==> config.mk <==
export PLATFORM = sky130hd
export DESIGN_NAME = gmte_ctrl
export DESIGN_NICKNAME = d
export VERILOG_FILES = /design/src/rtl/core/gmte_pkg.sv /design/src/rtl/core/gmte_ctrl.sv
export SDC_FILE = /design/constraint.sdc
export NUM_CORES = 1
export LEC_CHECK = 0
export ABC_AREA = 1
export BUFFER_PORTS_ARGS = -buffer_cell sky130_fd_sc_hd__buf_2
export CELL_PAD_IN_SITES_DETAIL_PLACEMENT = 1
export CELL_PAD_IN_SITES_GLOBAL_PLACEMENT = 1
export CORE_MARGIN = 3
export CORE_UTILIZATION = 36
export CTS_CLUSTER_SIZE = 12
export DETAILED_ROUTE_END_ITERATION = 6
export PLACE_DENSITY = 0.85
export REMOVE_ABC_BUFFERS = 1
export SYNTH_ARGS = -nofsm -noshare
export SYNTH_HDL_FRONTEND = slang
export SYNTH_SLANG_ARGS = --single-unit
==> constraint.sdc <==
create_clock -name clk -period 2.5 [get_ports clk]
set_input_delay 0.5 -clock clk [delete_from_list [all_inputs] [get_ports clk]]
set_output_delay 0.5 -clock clk [all_outputs]
set_load 0.005 [all_outputs]
==> src/rtl/core/gmte_pkg.sv <==
// shared types and constants of the grid move transition engine
package gmte_pkg;

  localparam int MAX_ROWS     = 256;
  localparam int MAX_COLS     = 256;
  localparam int ACTION_COUNT = 4;
  localparam int MAP_DEPTH    = MAX_ROWS * MAX_COLS;
  localparam int MAP_AW       = $clog2(MAP_DEPTH);
  localparam int DIM_W        = 9;
  localparam int COORD_W      = 8;
  localparam int IDX_W        = 16;
  localparam int TOT_W        = IDX_W + 1;
  localparam int REW_W        = 16;
  localparam int DIVCNT_W     = $clog2(IDX_W);

  typedef enum logic [1:0] {
    OP_RECT  = 2'd0,
    OP_TERM  = 2'd1,
    OP_QUERY = 2'd2,
    OP_NONE  = 2'd3
  } op_t;

  typedef enum logic [1:0] {
    DIR_UP    = 2'd0,
    DIR_DOWN  = 2'd1,
    DIR_LEFT  = 2'd2,
    DIR_RIGHT = 2'd3
  } dir_t;

  typedef enum logic [1:0] {
    CFG_ROWS    = 2'd0,
    CFG_COLS    = 2'd1,
    CFG_MOVE    = 2'd2,
    CFG_ARRIVAL = 2'd3
  } cfg_idx_t;

  typedef struct packed {
    logic load;
    logic div_step;
    logic rd_src;
    logic cand_load;
    logic fill_init;
    logic fill_step;
    logic clr_step;
    logic out_load;
  } cmd_t;

  typedef struct packed {
    logic div_done;
    logic rect_empty;
    logic fill_last;
    logic clr_last;
    logic out_free;
  } sts_t;

endpackage

==> src/rtl/core/gmte_ctrl.sv <==
// controller state machine of the grid move transition engine
module gmte_ctrl (
  input  logic          clk,
  input  logic          rst_n,
  input  logic          in_valid,
  input  logic [1:0]    in_op,
  output logic          in_stall,
  output gmte_pkg::cmd_t cmd,
  input  gmte_pkg::sts_t sts
);
  import gmte_pkg::*;

  typedef enum logic [7:0] {
    ST_CLEAR = 8'b0000_0001,
    ST_IDLE  = 8'b0000_0010,
    ST_SETUP = 8'b0000_0100,
    ST_FILL  = 8'b0000_1000,
    ST_DIV   = 8'b0001_0000,
    ST_CAND  = 8'b0010_0000,
    ST_LOOK  = 8'b0100_0000,
    ST_RESP  = 8'b1000_0000
  } state_t;

  state_t state_r, state_nxt;

  always_ff @(posedge clk) begin
    if (!rst_n) begin
      state_r <= ST_CLEAR;
    end else begin
      state_r <= state_nxt;
    end
  end

  assign in_stall = (state_r != ST_IDLE);

  always_comb begin
    state_nxt = state_r;
    cmd       = '0;
    unique case (state_r)
      ST_CLEAR: begin
        cmd.clr_step = 1'b1;
        if (sts.clr_last) state_nxt = ST_IDLE;
      end
      ST_IDLE: begin
        if (in_valid) begin
          cmd.load = 1'b1;
          case (op_t'(in_op)) inside
            OP_RECT, OP_TERM: state_nxt = ST_SETUP;
            OP_QUERY:         state_nxt = ST_DIV;
            default:          state_nxt = ST_IDLE;
          endcase
        end
      end
      ST_SETUP: begin
        cmd.fill_init = 1'b1;
        state_nxt     = sts.rect_empty ? ST_IDLE : ST_FILL;
      end
      ST_FILL: begin
        cmd.fill_step = 1'b1;
        if (sts.fill_last) state_nxt = ST_IDLE;
      end
      ST_DIV: begin
        cmd.div_step = 1'b1;
        cmd.rd_src   = 1'b1;
        if (sts.div_done) state_nxt = ST_CAND;
      end
      ST_CAND: begin
        cmd.cand_load = 1'b1;
        state_nxt     = ST_LOOK;
      end
      ST_LOOK: begin
        state_nxt = ST_RESP;
      end
      ST_RESP: begin
        if (sts.out_free) begin
          cmd.out_load = 1'b1;
          state_nxt    = ST_IDLE;
        end
      end
      default: state_nxt = ST_CLEAR;
    endcase
  end

endmodule

* Word-level counts from Yosys, hierarchy flattened
Cells that the tools add are included.
** Cells by class
- Equal/unequal tests :: 16
- Multiplexer cells :: 18
- Reduce and logical (&&, ||, !) cells :: 3
** Operators with widths (count)
- case mux 8 bit (8 select lines) :: 1
- two-way mux 8 bit :: 5
- two-way mux 5 bit :: 2
- != test 2 bit, second input constant :: 5
- == test 8 x 1 -> 1 bit, second input constant :: 1
- == test 8 x 2 -> 1 bit, second input constant :: 1
- == test 8 x 3 -> 1 bit, second input constant :: 1
- == test 8 x 4 -> 1 bit, second input constant :: 1
- == test 8 x 5 -> 1 bit, second input constant :: 1
- == test 8 x 6 -> 1 bit, second input constant :: 1
- == test 8 x 7 -> 1 bit, second input constant :: 1
- == test 8 bit, second input constant :: 1
- two-way mux 1 bit :: 8
- != test 8 x 2 -> 1 bit, second input constant :: 1
- AND reduction 5 bit :: 1
- two-way mux 4 bit :: 1
- == test 2 x 1 -> 1 bit, second input constant :: 1
- == test 2 bit, second input constant :: 1
- zero test 2 bit :: 1
- two-way mux 2 bit :: 1
- OR reduction 2 bit :: 1
** Storage, ports and cells
- Flip-flop bits (word level) :: 8
- Input bits :: 10
- Output and inout bits :: 9
- Word-level logic and storage cells :: 38

* Longest topological paths before layout
- Depth after elaboration :: 5
- Gate-level depth with buffers :: 9
- Depth with buffers taken out :: 9

* Worst setup path before layout
No wires, ideal clock.
- Path kind :: register to output
- From :: reg state_r[5]
- To :: out cmd[6] (netlist name)
- Arrival :: 0.880 ns
- Required time :: 2.000 ns
- Slack :: 1.120 ns
- Cell stages (with the launch flop) :: 7
- Path buffers :: 1
- Path through :: dfxtp_1 -> inv_2 -> nand2_1 -> nor2_1 -> nand2_1 -> inv_1 -> buf_4
** RTL lines
- from (decl) :: line gmte_ctrl.sv:24 : state_t state_r, state_nxt;
- from (signal assigned) :: line gmte_ctrl.sv:30 : state_r <= state_nxt;
- to (decl) :: line gmte_ctrl.sv:8 : output gmte_pkg::cmd_t cmd,

==> impl_metrics.csv <==
group,metric,value,unit
clock_tree,cts.sinks,8,
placed_design,gp_congestion,0.759,
worst_setup_path,critPathArrivalTime,1.33,ns
synth,synthCells,89,
drt,firstDrtPassIters,4,
global_routing,antenna_found_initial,0,
clock_tree,cts_tree,"built",
clock_tree,clock-root-buffer,"clkbuf_4",
worst_setup_path,path_cells,"inv_2, nand2_2, nor2_4, nand4_1, inv_1, buf_2",
clock_tree,postCtsSetupBuffers,0,
layout,regMostFlops,"state_r",
layout,area.growth.synth_to_final,20.4,%
timing,tightest_slew,0.253,ns
timing,fin_crit,1.83,ns
synth,syn_avg_cell_area,6.87,um^2
floorplan,die_height,47.2,um
layout,layout-drive-gt1-share,41.3,%
worst_setup_path,rr_worst_depth,8,
worst_setup_path,path_class,"reg -> out",
worst_setup_path,cpPeakStageDelay,0.33,ns
power,p_leak,0.410,nW
worst_setup_path,setup.worst_path.end_class,"output pin",
worst_hold_path,hold_path_class,"in -> reg",
synth,synth_area,612,um^2
layout,largest_register_ffs,8,
status,status,"complete, no violations",
timing,finalSetupTns,0,ns
floorplan,fp.dieW,47.2,um
drt,post-route-drc-count,0,
floorplan,rows,14,
timing,hold_ws,0.438,ns
clock_tree,cts_max_path_buffers,2,
global_routing,grt_pass1_wl,2.58,mm
global_routing,grt_overflow,0,
clock_tree,numCtsBuffers,3,
synth,ys_warn_count,0,
global_routing,grtUsageTotal,16.5,%
timing,timing_hold_violations_final,0,
clock_tree,clk_latency,0.26,ns
worst_setup_path,required,2.00,ns
worst_hold_path,whs_path_depth,2,
timing,finalSetupViolations,0,
drt,wl_per_cell,12.6,um
timing,final-max-slew-violation-count,0,
power,finalPower,0.342,mW
floorplan,fp.coreArea,1560,um^2
synth,ys_ff_latch,8,
power,p_int,0.229,mW
global_routing,grt_start_max_net_pins,10,
placed_design,place_hpwl,1.37,mm
flow_run,cap_violations,0,
timing,fmax,0.547,GHz
timing,finalWorstSetupSlack,0.671,ns
layout,fin_util,47.3,%
layout,fill_cells,218,
placed_design,io_buffers,18,
synth,synth_cell_type_count,23,
layout,final_cell_area,737,um^2
power,ir_drop,0.227,mV
synth,seq_area_frac_synth,26.2,%
power,powerDensity,464,nW/um^2
timing,fin_crit_sh,73.2,%
layout,largest_registers,"state_r: 8 flops",
layout,stdcell_count,125,
clock_tree,htreeDepth,1,
layout,fin_nets,121,
floorplan,io_pins,19,
placed_design,placed_area,714,um^2
timing,slew_headroom,83.1,%
timing,clock_skew,0.00191,ns
clock_tree,cts_hold_buf,0,
layout,antenna_cells,0,
power,clkPwrFrac,29.3,%
clock_tree,cts.repair.resized,0,
drt,ant_nets,0,
floorplan,start_util,39.2,%
worst_setup_path,cp_slowest_cell,"dfxtp_1",
power,p_comb_share,30.2,%
worst_setup_path,crit_fanout,6,
floorplan,dieArea,2230,um^2
power,p_seq_share,40.5,%
placed_design,pre_cts_ws,0.956,ns
worst_setup_path,start_kind,"flip-flop",
clock_tree,clkSlewWorstSetupHoldPaths,0.05,ns
drt,routed_wl,1.58,mm
power,switching_power,0.113,mW
power,sw_frac_of_total,33.0,%
drt,num_vias,598,
timing,rsz0062_at_grt,"false",
global_routing,grt_pass1_vias,605,
drt,drt_first_iter_violations,16,
placed_design,dp.cells,122,
drt,avgViaCountPerCell,4.78,
## kinds of logic (layout without fill, tap and decap cells)
logic type,count (synthesis),in the layout,share of synthesized area (%)
buffers and inverters,21,41,13.9
flip-flops,8,8,26.2
AO/OA/AOI/OAI,3,3,3.07
AND/OR/NAND/NOR,57,57,56.9
## layer usage
layer / GRT usage [%] / routed length [um] / part of all wire, % / up-vias
met5: 0 / 0 / 0 / -
met4: 11.0 / 23 / 1.5 / 0
met2: 27.5 / 775 / 49 / 26
met3: 1.53 / 87 / 5.5 / 3
met1: 19.6 / 691 / 44 / 259
li1: - / - / - / 310
## path summary, 6_finish.rpt
path / start / to / slack, ns
max: state_r[2] / cmd[4] / 0.67
min: in_op[1] / state_r[2] / 0.44
max reg2reg: state_r[5] / state_r[1] / 1.24
min reg2reg: state_r[5] / state_r[6] / 0.63
## placed cells by master, fill, tap and decap left out
cell | synthesis | final
a21oi_1 | 2 | 2
a21oi_2 | 1 | 1
buf_2 | 0 | 18
clkbuf_4 | 0 | 3
dfxtp_1 | 8 | 8
inv_1 | 13 | 13
inv_2 | 6 | 6
inv_4 | 1 | 1
nand2_1 | 16 | 16
nand2_2 | 3 | 3
nand2_4 | 3 | 3
nand2_8 | 1 | 1
nand3_1 | 8 | 8
nand3_2 | 1 | 1
nand3b_1 | 2 | 2
nand3b_2 | 2 | 2
nand4_1 | 1 | 1
nor2_1 | 10 | 10
nor2_2 | 3 | 3
nor2_4 | 2 | 2
nor2_8 | 1 | 1
nor3_1 | 2 | 2
nor4_1 | 1 | 1
or2_1 | 1 | 1
## worst max-delay path: cells and delay by family (launching register included)
family        cells  cell delay (ns)
flops             1             0.33
buf+inv           3             0.28
simple gates      3             0.45
## Yosys cell counts
master | instances | area (um^2)
nor2_4 | 2 | 22.5
nand2_8 | 1 | 20.0
buf_4 | 1 | 7.51
nor2_2 | 3 | 18.8
nor2_1 | 10 | 37.5
nand3b_2 | 2 | 22.5
nand3_1 | 8 | 40.0
nand2_2 | 3 | 18.8
nand3b_1 | 2 | 15.0
nand3_2 | 1 | 10.0
a21oi_1 | 2 | 10.0
nand2_4 | 3 | 33.8
nand4_1 | 1 | 6.26
nor3_1 | 2 | 10.0
inv_4 | 1 | 6.26
inv_2 | 6 | 22.5
dfxtp_1 | 8 | 160
inv_1 | 13 | 48.8
nand2_1 | 16 | 60.1
nor2_8 | 1 | 20.0
or2_1 | 1 | 6.26
nor4_1 | 1 | 6.26
a21oi_2 | 1 | 8.76
## area by class of cell
cell class | count | area (um^2) | share of cell area, %
inverters | 20 | 77.6 | 10.5
well taps | 16 | 20.0 | 2.72
multi-input cells | 60 | 367 | 49.7
flip-flops and latches | 8 | 160 | 21.7
repair buffers | 18 | 90.1 | 12.2
clock buffers | 3 | 22.5 | 3.06
## power by group through the flow
stage	logic [mW]	clock network, mW	registers [mW]
5_1_grt	0.117	0.110	0.140
4_1_cts	0.104	0.104	0.139
6_report	0.103	0.100	0.139
2_1_floorplan	0.0739	0	0.141
3_5_place_dp	0.104	0	0.141
3_3_place_gp	0.102	0	0.141
No activity file was read; power rests on OpenSTA's default activity.
